==> src/design/mst_pkg.sv <==
package mst_pkg;

  // one input word: wake flag, three axis samples and the current time
  typedef struct packed {
    logic               wake_event;
    logic signed [11:0] acc_x;
    logic signed [11:0] acc_y;
    logic signed [11:0] acc_z;
    logic [31:0]        now_ds;
  } in_word_t;

  // one report word
  typedef struct packed {
    logic [7:0]  speed;
    logic [13:0] interval_ms;
    logic        still_moving;
    logic        last_report;
  } out_word_t;

  // register indexes on the configuration port
  localparam logic [1:0] REG_THRESHOLD  = 2'd0;
  localparam logic [1:0] REG_END_DELAY  = 2'd1;
  localparam logic [1:0] REG_MOVING_INT = 2'd2;
  localparam logic [1:0] REG_SLEEP_INT  = 2'd3;

  localparam logic [10:0] THRESHOLD_RST  = 11'd15;
  localparam logic [15:0] END_DELAY_RST  = 16'd450;
  localparam logic [13:0] MOVING_INT_RST = 14'd100;
  localparam logic [13:0] SLEEP_INT_RST  = 14'd1000;

  // arithmetic constants
  localparam logic signed [16:0] TICK_DS    = 17'sd1;
  localparam logic [31:0]        RECENT_DS  = 32'd40;
  localparam logic [7:0]         SPEED_MAX  = 8'd250;
  localparam logic [33:0]        DIV10_MUL  = 34'd52429;  // 2^19 / 10, rounded up
  localparam int                 DIV10_SHR  = 19;
  localparam logic [31:0]        ROOT_BIT0  = 32'h4000_0000;

  // axis select codes
  localparam logic [1:0] AX_X = 2'd0;
  localparam logic [1:0] AX_Y = 2'd1;
  localparam logic [1:0] AX_Z = 2'd2;

  // jump conditions
  localparam logic [2:0] CND_NONE     = 3'd0;
  localparam logic [2:0] CND_NO_INPUT = 3'd1;
  localparam logic [2:0] CND_NOT_MOV  = 3'd2;
  localparam logic [2:0] CND_ROOT_MORE = 3'd3;
  localparam logic [2:0] CND_OUT_BUSY = 3'd4;
  localparam logic [2:0] CND_NOT_END  = 3'd5;

  // program step addresses
  localparam logic [3:0] ST_IDLE   = 4'd0;
  localparam logic [3:0] ST_CHKMV  = 4'd1;
  localparam logic [3:0] ST_VX     = 4'd2;
  localparam logic [3:0] ST_VY     = 4'd3;
  localparam logic [3:0] ST_VZ     = 4'd4;
  localparam logic [3:0] ST_SQX    = 4'd5;
  localparam logic [3:0] ST_SQY    = 4'd6;
  localparam logic [3:0] ST_SQZ    = 4'd7;
  localparam logic [3:0] ST_RTINIT = 4'd8;
  localparam logic [3:0] ST_RTSTEP = 4'd9;
  localparam logic [3:0] ST_SPEED  = 4'd10;
  localparam logic [3:0] ST_EMIT1  = 4'd11;
  localparam logic [3:0] ST_CHKEND = 4'd12;
  localparam logic [3:0] ST_CLEAR  = 4'd13;
  localparam logic [3:0] ST_SPEED0 = 4'd14;
  localparam logic [3:0] ST_EMIT2  = 4'd15;

  // control word
  typedef struct packed {
    logic [2:0] cond;
    logic [3:0] target;
    logic       accept;
    logic       acc_clr;
    logic       vel_en;
    logic       sq_en;
    logic [1:0] axis;
    logic       rt_init;
    logic       rt_step;
    logic       spd_en;
    logic       zero_root;
    logic       restamp;
    logic       emit;
    logic       end_rep;
    logic       clear;
  } ctrl_t;

  // status from the datapath
  typedef struct packed {
    logic moving;
    logic rt_more;
    logic ending;
  } dp_stat_t;

  // everything the sequencer branches on
  typedef struct packed {
    logic in_valid;
    logic moving;
    logic rt_more;
    logic out_busy;
    logic ending;
  } flags_t;

  // microprogram; the last step falls through to step 0 as the counter wraps
  function automatic ctrl_t mst_rom(input logic [3:0] addr);
    ctrl_t w;
    w = '0;
    case (addr)
      ST_IDLE: begin
        w.accept = 1'b1;
        w.cond   = CND_NO_INPUT;
        w.target = ST_IDLE;
      end
      ST_CHKMV: begin
        w.acc_clr = 1'b1;
        w.cond    = CND_NOT_MOV;
        w.target  = ST_IDLE;
      end
      ST_VX: begin
        w.vel_en = 1'b1;
        w.axis   = AX_X;
      end
      ST_VY: begin
        w.vel_en = 1'b1;
        w.axis   = AX_Y;
      end
      ST_VZ: begin
        w.vel_en = 1'b1;
        w.axis   = AX_Z;
      end
      ST_SQX: begin
        w.sq_en = 1'b1;
        w.axis  = AX_X;
      end
      ST_SQY: begin
        w.sq_en = 1'b1;
        w.axis  = AX_Y;
      end
      ST_SQZ: begin
        w.sq_en = 1'b1;
        w.axis  = AX_Z;
      end
      ST_RTINIT: begin
        w.rt_init = 1'b1;
      end
      ST_RTSTEP: begin
        w.rt_step = 1'b1;
        w.cond    = CND_ROOT_MORE;
        w.target  = ST_RTSTEP;
      end
      ST_SPEED: begin
        w.spd_en  = 1'b1;
        w.restamp = 1'b1;
      end
      ST_EMIT1: begin
        w.emit   = 1'b1;
        w.cond   = CND_OUT_BUSY;
        w.target = ST_EMIT1;
      end
      ST_CHKEND: begin
        w.cond   = CND_NOT_END;
        w.target = ST_IDLE;
      end
      ST_CLEAR: begin
        w.clear = 1'b1;
      end
      ST_SPEED0: begin
        w.spd_en    = 1'b1;
        w.zero_root = 1'b1;
      end
      ST_EMIT2: begin
        w.emit    = 1'b1;
        w.end_rep = 1'b1;
        w.cond    = CND_OUT_BUSY;
        w.target  = ST_EMIT2;
      end
      default: begin
        w = '0;
      end
    endcase
    return w;
  endfunction

endpackage

==> src/design/mst_seq.sv <==
module mst_seq (
  input  logic            clk,
  input  logic            rst_n,
  input  mst_pkg::flags_t flags,
  output mst_pkg::ctrl_t  ctrl
);

  logic [3:0] pc_r;
  logic [3:0] pc_nxt;
  logic       take;

  assign ctrl = mst_pkg::mst_rom(pc_r);

  always_comb begin
    case (ctrl.cond)
      mst_pkg::CND_NONE:      take = 1'b0;
      mst_pkg::CND_NO_INPUT:  take = !flags.in_valid;
      mst_pkg::CND_NOT_MOV:   take = !flags.moving;
      mst_pkg::CND_ROOT_MORE: take = flags.rt_more;
      mst_pkg::CND_OUT_BUSY:  take = flags.out_busy;
      mst_pkg::CND_NOT_END:   take = !flags.ending;
      default:                take = 1'b0;
    endcase
    pc_nxt = take ? ctrl.target : pc_r + 4'd1;
  end

  always_ff @(posedge clk) begin
    if (!rst_n) begin
      pc_r <= mst_pkg::ST_IDLE;
    end else begin
      pc_r <= pc_nxt;
    end
  end

endmodule

==> src/design/mst_dp.sv <==
module mst_dp (
  input  logic              clk,
  input  logic              rst_n,
  input  mst_pkg::ctrl_t    ctrl,
  input  logic              in_fire,
  input  mst_pkg::in_word_t in_word,
  input  logic [10:0]       threshold,
  input  logic [15:0]       end_delay,
  output mst_pkg::dp_stat_t stat,
  output logic [7:0]        speed
);

  // captured sample
  logic signed [11:0] acc_r [0:2];
  logic [31:0]        now_r;

  // tracker state
  logic signed [15:0] vel_r [0:2];
  logic signed [15:0] vel_nxt;
  logic               moving_r;
  logic [31:0]        last_r;

  // sum of squares and root unit
  logic [31:0] sum_r;
  logic [31:0] x_r;
  logic [31:0] res_r;
  logic [31:0] bit_r;
  logic [7:0]  speed_r;
  logic [7:0]  speed_nxt;

  logic signed [16:0] t_sum;
  logic [16:0]        t_mag;
  logic [33:0]        prod;
  logic [15:0]        quot;
  logic [15:0]        v_mag;
  logic [31:0]        sq;
  logic [31:0]        trial;
  logic [31:0]        root;
  logic [31:0]        recent;
  logic               over;

  // shared divide-by-ten: reciprocal multiply, exact for these magnitudes
  always_comb begin
    t_sum   = 17'(vel_r[ctrl.axis]) + 17'(acc_r[ctrl.axis]) * mst_pkg::TICK_DS;
    t_mag   = t_sum[16] ? 17'(-t_sum) : 17'(t_sum);
    prod    = {17'b0, t_mag} * mst_pkg::DIV10_MUL;
    quot    = 16'(prod[33:mst_pkg::DIV10_SHR]);
    vel_nxt = t_sum[16] ? -$signed(quot) : $signed(quot);
  end

  // square of one axis velocity
  always_comb begin
    v_mag = vel_r[ctrl.axis][15] ? 16'(-vel_r[ctrl.axis]) : 16'(vel_r[ctrl.axis]);
    sq    = {16'b0, v_mag} * {16'b0, v_mag};
  end

  assign trial = res_r + bit_r;

  // clamp and recent-movement rule
  always_comb begin
    root   = ctrl.zero_root ? 32'd0 : res_r;
    recent = last_r + mst_pkg::RECENT_DS;
    speed_nxt = (root > 32'(mst_pkg::SPEED_MAX)) ? mst_pkg::SPEED_MAX : root[7:0];
    if (recent > now_r) begin
      if (speed_nxt == 8'd0) begin
        speed_nxt = 8'd1;
      end
    end else if (recent < now_r) begin
      speed_nxt = 8'd0;
    end
  end

  assign over = ($signed({acc_r[0][11], acc_r[0]}) > $signed({2'b00, threshold}))
             || ($signed({acc_r[1][11], acc_r[1]}) > $signed({2'b00, threshold}))
             || ($signed({acc_r[2][11], acc_r[2]}) > $signed({2'b00, threshold}));

  // sample registers
  always_ff @(posedge clk) begin
    if (in_fire) begin
      acc_r[0] <= in_word.acc_x;
      acc_r[1] <= in_word.acc_y;
      acc_r[2] <= in_word.acc_z;
      now_r    <= in_word.now_ds;
    end
  end

  // tracker state
  always_ff @(posedge clk) begin
    if (!rst_n) begin
      vel_r[0] <= '0;
      vel_r[1] <= '0;
      vel_r[2] <= '0;
      moving_r <= 1'b1;
      last_r   <= '0;
    end else begin
      if (in_fire && in_word.wake_event) begin
        moving_r <= 1'b1;
        last_r   <= in_word.now_ds;
      end
      if (ctrl.vel_en) begin
        vel_r[ctrl.axis] <= vel_nxt;
      end
      if (ctrl.restamp && over) begin
        last_r <= now_r;
      end
      if (ctrl.clear) begin
        vel_r[0] <= '0;
        vel_r[1] <= '0;
        vel_r[2] <= '0;
        moving_r <= 1'b0;
        last_r   <= '0;
      end
    end
  end

  // sum of squares, bit-pair square root, speed
  always_ff @(posedge clk) begin
    if (ctrl.acc_clr) begin
      sum_r <= '0;
    end else if (ctrl.sq_en) begin
      sum_r <= sum_r + sq;
    end
    if (ctrl.rt_init) begin
      x_r   <= sum_r;
      res_r <= '0;
      bit_r <= mst_pkg::ROOT_BIT0;
    end else if (ctrl.rt_step) begin
      if (x_r >= trial) begin
        x_r   <= x_r - trial;
        res_r <= (res_r >> 1) + bit_r;
      end else begin
        res_r <= res_r >> 1;
      end
      bit_r <= bit_r >> 2;
    end
    if (ctrl.spd_en) begin
      speed_r <= speed_nxt;
    end
  end

  assign stat.moving  = moving_r;
  assign stat.rt_more = (bit_r != 32'd1);
  assign stat.ending  = ((last_r + {16'b0, end_delay}) < now_r);
  assign speed        = speed_r;

endmodule

==> src/design/motion_speed_tracker.sv <==
// motion and speed tracker, one timer tick per input word
//
// in channel (in_valid/in_ready/in_data): wake flag, x/y/z acceleration in
// signed milli-g and the current decisecond time. out channel
// (out_valid/out_ready/out_data): reports of speed, interval, moving flag and
// a last-of-tick marker. a tick gives no report while not moving, one report
// while moving, and two when movement ends on that tick.
// cfg channel (cfg_valid/cfg_ready/cfg_index/cfg_data): threshold, end delay
// and the two intervals; cfg_ready is always high, write only while idle.
//
// sequence: a short microprogram walks each word; the 16-step square root
// dominates. a tick that reports puts its report word out at the first
// emit step, after the root and speed steps, and an ending tick its second
// word after the clear and zero-speed steps; the next word is taken at
// idle, also after a word that stops at the not-moving check.
// the result sits in an output register, so the next word is taken while a
// report waits; when the receiver stalls and a new report is due, the
// program holds at its emit step until the register frees up.
// reset: moving set, velocities and stamp cleared, registers at defaults.
module motion_speed_tracker (
  input  logic               clk,
  input  logic               rst_n,
  input  logic               in_valid,
  output logic               in_ready,
  input  mst_pkg::in_word_t  in_data,
  output logic               out_valid,
  input  logic               out_ready,
  output mst_pkg::out_word_t out_data,
  input  logic               cfg_valid,
  output logic               cfg_ready,
  input  logic [1:0]         cfg_index,
  input  logic [15:0]        cfg_data
);

  // configuration registers
  logic [10:0] thr_r;
  logic [15:0] end_delay_r;
  logic [13:0] mov_int_r;
  logic [13:0] slp_int_r;

  // output register
  logic               out_valid_r;
  logic               out_valid_nxt;
  mst_pkg::out_word_t out_data_r;
  mst_pkg::out_word_t out_data_nxt;

  mst_pkg::ctrl_t    ctrl;
  mst_pkg::flags_t   flags;
  mst_pkg::dp_stat_t stat;
  logic [7:0]        speed;
  logic              in_fire;
  logic              out_busy;
  logic              out_load;

  assign in_ready  = ctrl.accept;
  assign in_fire   = in_valid && in_ready;
  assign cfg_ready = 1'b1;

  // emit waits while a held word is not being taken
  assign out_busy = out_valid_r && !out_ready;
  assign out_load = ctrl.emit && !out_busy;

  assign flags.in_valid = in_valid;
  assign flags.moving   = stat.moving;
  assign flags.rt_more  = stat.rt_more;
  assign flags.out_busy = out_busy;
  assign flags.ending   = stat.ending;

  mst_seq u_seq (
    .clk   (clk),
    .rst_n (rst_n),
    .flags (flags),
    .ctrl  (ctrl)
  );

  mst_dp u_dp (
    .clk       (clk),
    .rst_n     (rst_n),
    .ctrl      (ctrl),
    .in_fire   (in_fire),
    .in_word   (in_data),
    .threshold (thr_r),
    .end_delay (end_delay_r),
    .stat      (stat),
    .speed     (speed)
  );

  // config writes
  always_ff @(posedge clk) begin
    if (!rst_n) begin
      thr_r       <= mst_pkg::THRESHOLD_RST;
      end_delay_r <= mst_pkg::END_DELAY_RST;
      mov_int_r   <= mst_pkg::MOVING_INT_RST;
      slp_int_r   <= mst_pkg::SLEEP_INT_RST;
    end else if (cfg_valid && cfg_ready) begin
      case (cfg_index)
        mst_pkg::REG_THRESHOLD:  thr_r       <= cfg_data[10:0];
        mst_pkg::REG_END_DELAY:  end_delay_r <= cfg_data;
        mst_pkg::REG_MOVING_INT: mov_int_r   <= cfg_data[13:0];
        mst_pkg::REG_SLEEP_INT:  slp_int_r   <= cfg_data[13:0];
        default: begin
        end
      endcase
    end
  end

  // report word: moving report ends the tick unless movement ends too
  always_comb begin
    out_data_nxt.speed        = speed;
    out_data_nxt.interval_ms  = ctrl.end_rep ? slp_int_r : mov_int_r;
    out_data_nxt.still_moving = !ctrl.end_rep;
    out_data_nxt.last_report  = ctrl.end_rep || !stat.ending;
    if (out_load) begin
      out_valid_nxt = 1'b1;
    end else if (out_ready) begin
      out_valid_nxt = 1'b0;
    end else begin
      out_valid_nxt = out_valid_r;
    end
  end

  always_ff @(posedge clk) begin
    if (!rst_n) begin
      out_valid_r <= 1'b0;
    end else begin
      out_valid_r <= out_valid_nxt;
    end
  end

  always_ff @(posedge clk) begin
    if (out_load) begin
      out_data_r <= out_data_nxt;
    end
  end

  assign out_valid = out_valid_r;
  assign out_data  = out_data_r;

  // a report never overwrites a word still waiting
  a_no_overwrite: assert property (@(posedge clk) disable iff (!rst_n)
    out_busy |=> !$changed(out_data_r) || !out_valid_r)
    else $error("held report overwritten");

  // reported speed stays in range
  a_speed_range: assert property (@(posedge clk) disable iff (!rst_n)
    out_valid_r |-> out_data_r.speed <= mst_pkg::SPEED_MAX)
    else $error("speed above clamp");

  // an end-of-movement report leaves the tracker not moving
  a_end_stops: assert property (@(posedge clk) disable iff (!rst_n)
    (out_load && ctrl.end_rep) |-> !stat.moving)
    else $error("end report while still moving");

  // no word is taken while a tick is in progress
  a_accept_idle: assert property (@(posedge clk) disable iff (!rst_n)
    (ctrl.vel_en || ctrl.rt_step || ctrl.emit) |-> !in_ready)
    else $error("input taken mid-tick");

endmodule
==> config.mk <==
export PLATFORM = sky130hd
export DESIGN_NAME = motion_speed_tracker
export DESIGN_NICKNAME = d
export VERILOG_FILES = /design/src/design/mst_pkg.sv /design/src/design/mst_seq.sv /design/src/design/mst_dp.sv /design/src/design/motion_speed_tracker.sv
export SDC_FILE = /design/constraint.sdc
export NUM_CORES = 2
export LEC_CHECK = 0
export BUFFER_PORTS_ARGS = -buffer_cell sky130_fd_sc_hd__buf_4
export CORE_MARGIN = 5
export CORE_UTILIZATION = 56
export DETAILED_ROUTE_END_ITERATION = 7
export GPL_TIMING_DRIVEN = 0
export PLACE_DENSITY_LB_ADDON = 0.08
export SLEW_MARGIN = 20
export SYNTH_ARGS = -nofsm -noshare
export SYNTH_HDL_FRONTEND = slang
export SYNTH_SLANG_ARGS = --single-unit
export TNS_END_PERCENT = 30
==> constraint.sdc <==
create_clock -name clk -period 12.53 [get_ports clk]
set_input_delay 1.253 -clock clk [delete_from_list [all_inputs] [get_ports clk]]
set_output_delay 1.253 -clock clk [all_outputs]
set_load 0.1 [all_outputs]
# After elaboration in Yosys (flattened, before gate mapping)
# Memories as Yosys holds them, arrays and structs flattened.
# Cells that the tools add are included.
word_totals:
  inputBits: 92
  memories: 2
  out_inout_bits: 27
  elab_cells: 154
  ramBits: 84
  register_bits: 269
op_classes:
  n_mul: 2
  mux: 50
  n_bitwise: 4
  n_addsub: 11
  n_eq_ne: 24
  reduce_logical: 35
  n_lt_le_gt_ge: 8
mem_list:
  columns: ["memory", "depth", "width", "read_ports", "rd_ports_with_merged_regs", "write_ports", "line_no", "source"]
  rows:
  - ["u_dp.vel_r", 3, 16, 1, 0, 3, "mst_dp.sv:18", "logic signed [15:0] vel_r [0:2];"]
  - ["u_dp.acc_r", 3, 12, 4, 0, 3, "mst_dp.sv:14", "logic signed [11:0] acc_r [0:2];"]
op_table:
  columns: ["op", "n"]
  rows:
  - ["two-way mux 32 bit", 7]
  - ["two-way mux 16 bit", 6]
  - ["less-than comparator 32 bit", 2]
  - ["case mux 7 bit (6 select lines)", 1]
  - ["greater-than comparator 12 bit", 3]
  - ["multiplier 17 x 16 -> 33 bit, second input constant", 1]
  - ["adder 31 x 31 -> 32 bit", 1]
  - ["adder 32 x 16 -> 32 bit", 1]
  - ["adder 32 x 31 -> 32 bit", 1]
  - ["adder 32 bit", 1]
  - ["adder 32 x 6 -> 32 bit, second input constant", 1]
  - ["== test 4 bit, second input constant", 8]
  - [">= comparator 32 bit", 1]
  - ["greater-than comparator 32 bit", 1]
  - ["greater-than comparator 32 x 8 -> 1 bit, second input constant", 1]
  - ["multiplier 16 x 16 -> 32 bit", 1]
  - ["two-way mux 8 bit", 4]
  - ["subtractor 32 bit", 1]
  - ["two-way mux 1 bit", 26]
  - ["adder 16 x 12 -> 17 bit", 1]
  - ["two-way mux 17 bit", 1]
  - ["negator 17 bit", 1]
  - ["== test 4 x 3 -> 1 bit, second input constant", 4]
  - ["!= test 16 x 1 -> 1 bit, second input constant", 1]
  - ["other kinds (28)", 58]

# Logic depth before layout (Yosys ltp)
# An unclocked memory read counts as a cell.
logic_depth:
  word_depth: 11
  mapped_depth: 49
  depth_no_buf: 44

# Modules after synthesis
# Synthesis repeated with hierarchy kept, for this count alone.
hier_totals:
  cells_unflattened: 3958
  hier_area_um2: 36800.3
by_module_without_submodules:
  columns: ["module", "area_each_um2", "cells_each", "seq_area_each_um2", "instances"]
  rows:
  - ["mst_dp", 33169.3, 3619, 7427.1, 1]
  - ["motion_speed_tracker", 3091.7, 261, 1841.8, 1]
  - ["mst_seq", 539.3, 78, 80.1, 1]

# Worst setup path after synthesis
# No wires, ideal clock.
synth_timing:
  path_type: "reg2reg"
  from: "register u_seq.pc_r[0]"
  to: "memory u_dp.vel_r[1][12], data pin"
  n_path_buf: 5
  t_arrival_ns: 10.914
  synth_period_minus_slack_ns: 11.179
  slack_ns: 1.351
  setup_ns: 0.265
  stages_incl_launch_ff: 46
  t_required_ns: 12.265
  path_cell_list: "dfxtp_1 inv_1 ha_1 buf_2 mux2i_1 nor2_1 buf_1 buf_1 clkbuf_1 mux2i_1 a21oi_1 ha_1 inv_1 fa_1 nand2b_1 a21o_1 a21oi_1 a21boi_0 [... 10 more ...] inv_1 fa_1 fa_1 fa_1 ha_1 and3_1 clkbuf_1 nand3_1 or3_1 a21oi_1 nor3_1 a31oi_1 a221oi_2 and4_1 o311a_1 a31o_2 xnor2_2 nor2_1"
synth_rtl:
  columns: ["element", "line_no", "source"]
  rows:
  - ["start: declaration", "mst_seq.sv:8", "logic [3:0] pc_r;"]
  - ["start signal: assignment", "mst_seq.sv:29", "pc_r <= mst_pkg::ST_IDLE;"]
  - ["start signal: assignment", "mst_seq.sv:31", "pc_r <= pc_nxt;"]
  - ["end: declaration", "mst_dp.sv:18", null]

==> impl_metrics.py <==
metrics = {
    "detailed_routing": {
        "ant_nets": 0,
        "via_count": 28174,
        "drt_first_pass_iters": 7,
        "drt_wl_total_um": 94600,
        "via_per_inst": 5.624,
        "drc": 0,
        "drtIter0Drc": 2001,
        "routedWlPerCell_um": 18.88,
    },
    "clocking": {
        "cts_buffers": 39,
        "h-tree-depth": 2,
        "clk_pin_slew_ns": 0.06,
        "clock_sinks": 369,
        "clock-root-buffer": "clkbuf_16",
        "cts_hold_buf": 0,
        "cts_max_path_buffers": 3,
        "clock_latency_ns": 0.56,
        "tritoncts": "done",
    },
    "synthesis": {
        "syn_inst": 3928,
        "synthTopCellsByArea": "edfxtp_1 (16%), fa_1 (16%), ha_1 (15%), dfxtp_1 (9.6%), inv_1 (5.3%)",
        "yosysTopAreaCell": "edfxtp_1",
        "synth_xor_area_share_pct": 5.862,
        "synth_edf_count": 196,
        "synthAdderAreaFrac_pct": 30.77,
        "synth_flop_cell": "edfxtp_1",
        "ys_seq_area_share_pct": 25.92,
        "yosysUniqueCellTypes": 83,
        "synth-simple-area-share_pct": 13.73,
        "synth-compound-area-share_pct": 13.83,
        "synth_top_family_by_area": "adder cells",
        "avgSynthCellArea_um2": 9.183,
        "yosysWarnings": 0,
        "synth_top_cell_area_share_pct": 16.32,
        "synth_area_um2": 36070,
        "synth_seq_cells": 369,
        "muxShareOfSynthArea_pct": 2.959,
        "async_flop_share_pct": 0,
    },
    "timing": {
        "worst_clock_skew_ns": 0.02663,
        "fin_hold_ws_ns": 0.4243,
        "min_period_ns": 11.97,
        "finalSetupViolCount": 0,
        "worstMarginPinSlew_ns": 1.176,
        "fmax_mhz": 83.57,
        "slew_headroom_pct": 21.60,
        "fin_tns_setup_ns": 0,
        "period_share_pct": 95.50,
        "hold_viol_final": 0,
        "drv_slew": 0,
    },
    "critical_path": {
        "critical_path_arrival_ns": 12.33,
        "path_depth": 39,
        "crit_buf_inv": 10,
        "crit_start": "u_seq.pc_r[0]",
        "crit_required_ns": 12.89,
        "r2r_setup_slack_ns": 0.56,
        "r2r-start": "u_seq.pc_r[0]",
        "critPathCapture": "u_dp.vel_r[1][15]",
        "path_class": "flip-flop to flip-flop",
        "max_stage_delay_ns": 0.57,
        "cp_top_family": "compound AO/OA/AOI/OAI gates",
        "r2r_end": "u_dp.vel_r[1][15]",
        "r2r_cells": 39,
        "path_max_fanout": 10,
        "cp-start-kind": "flip-flop",
        "slowest_stage": "fa_1",
        "end_kind": "flip-flop",
    },
    "global_route": {
        "antenna_found_initial": 3,
        "grt_pass1_wl_um": 150800,
        "grt_overflow_total": 0,
        "grt_pass1_vias": 28122,
        "grtUsageTotal_pct": 26.74,
        "grt_max_degree": 53,
    },
    "placed_design": {
        "place_area_um2": 38250,
        "numPortBuffers": 116,
        "hpwl_um": 75980,
        "place.gp.congestion": 0.9042,
        "placed_cells": 4917,
    },
    "cells_and_area": {
        "final_area_um2": 40030,
        "drive_above_1_share_pct": 8.117,
        "area_growth_pct": 10.97,
        "seq_area_um2": 9349,
        "stdcell_count": 5010,
        "nNetsFinal": 4933,
        "num-fill-cells": 5592,
        "multi_input_area_um2": 24690,
    },
    "floorplanning": {
        "pin_count": 119,
        "initial_core_util_pct": 56.26,
        "rows": 93,
        "die_h_um": 263.8,
        "die_w_um": 263.8,
        "dieArea_um2": 69590,
        "core_um2": 64120,
    },
    "job": {
        "cap_violations": 0,
    },
    "worst_hold_path": {
        "hold_path_class": "flip-flop to flip-flop",
    },
    "status": {
        "run_status": "finished clean",
    },
}
## sequential cells by signal, indices dropped and copies added, names as in the netlist, 14 cells and up
signal / count
u_dp.last_r: 32
u_dp.acc_r: 36
out_data: 24
slp_int_r: 14
u_dp.now_r: 32
u_dp.vel_r: 64
u_dp.sum_r: 32
u_dp.res_r: 32
u_dp.x_r: 32
end_delay_r: 16
u_dp.bit_r: 16
mov_int_r: 14
## per-layer routing
layer  up-vias  GRT usage (%)  share of wire (%)
met1     13565          37.07                 45
met4         0          7.916                3.0
met5         -              0                  0
met3       147          3.586                5.3
met2       687          44.27                 47
li1      13775              -                  -
## area by class of cell
cell class	count	area share, %
Antenna cell	3	0.01876
Buffer	138	1.400
Clock buffer	58	2.926
Clock inverter	13	0.2094
Inverter	519	4.876
Multi-Input combinational cell	2911	61.68
Sequential cell	369	23.36
Tap cell	855	2.673
Timing Repair Buffer	144	2.860
## stage by stage
| stage | utilization [%] | setup WS (ns) |
|---|---|---|
| after floorplan | - | 1.351 |
| after global placement | 59.36 | -1.516 |
| after detailed placement | 59.66 | -1.182 |
| after CTS | 61.85 | -0.02192 |
| after global routing | 62.43 | -0.06516 |
| final | 62.43 | 0.5635 |
## worst register-to-register path: cells and delay by family, from the launching register on
family / cells / cell delay (ns)
buffers and inverters: 10 / 1.53
and+or+nand+nor: 4 / 0.94
AOI/OAI and AO/OA: 14 / 4.13
muxes: 1 / 0.39
adders and majority gates: 9 / 3.92
xor gates and xnor gates: 1 / 0.46
DFF: 1 / 0.40
## synthesized netlist by cell type (30+ instances only)
| cell | number |
|---|---|
| a211oi_1 | 60 |
| a21boi_0 | 46 |
| a21o_1 | 99 |
| a21oi_1 | 253 |
| a31oi_1 | 30 |
| clkbuf_1 | 121 |
| dfxtp_1 | 173 |
| edfxtp_1 | 196 |
| fa_1 | 280 |
| ha_1 | 439 |
| inv_1 | 513 |
| mux2i_1 | 56 |
| nand2_1 | 388 |
| nand2b_1 | 36 |
| nand3_1 | 64 |
| nand4_1 | 50 |
| nor2_1 | 296 |
| nor2b_1 | 33 |
| nor3_1 | 59 |
| o21a_1 | 36 |
| o21ai_0 | 131 |
| xnor2_1 | 134 |
| xor2_1 | 100 |
## what timing repair did
action,in CTS,in global routing
gates resized for setup,23,48
buffers inserted,1,21
pin swaps,2,12
setup endpoints to repair,64,61
## logic make-up after synthesis
family | Yosys count
adder cells (fa/ha/maj) | 719
AO/OA/AOI/OAI | 781
flip-flops | 369
XOR/XNOR | 238
buffers and inverters | 660
multiplexers | 86
other | 2
AND/OR/NAND/NOR | 1073
## worst min-delay path by stage
stage	from	endpoint	slack (ns)	cells past startpoint
2_1_floorplan	u_dp.speed[0]	out_data[16]	0.40	0
3_3_place_gp	u_dp.speed[7]	out_data[23]	0.40	0
3_5_place_dp	u_dp.speed[6]	out_data[22]	0.41	0
4_1_cts	u_dp.speed[6]	out_data[22]	0.43	0
5_1_grt	u_dp.speed[7]	out_data[23]	0.44	0
6_report	u_dp.speed[6]	out_data[22]	0.42	0
## cell usage in the layout (no fill, tap or decap), types with 19 or more instances in the layout
cell type and count:
buf_4 145, a21oi_1 251, and2_1 28, dfxtp_1 173, o21ai_0 127, a21boi_0 45
a31oi_1 30, nor3_1 58, nand2b_1 36, ha_1 437, clkbuf_1 123, xnor2_2 19
edfxtp_1 196, xnor2_1 117, a21o_1 99, xor2_1 88, clkbuf_16 42, nor4_1 19
nand4_1 50, fa_1 280, nand3_1 64, mux2i_1 56, inv_1 512, nor2_1 295
and3_1 21, o21bai_1 28, o21a_1 36, nand2_1 388, a211oi_1 60, nor2b_1 33
Power is left out: the tool's default activity adds up to more than one toggle a clock period on the data nets, which glitch-free logic cannot reach.
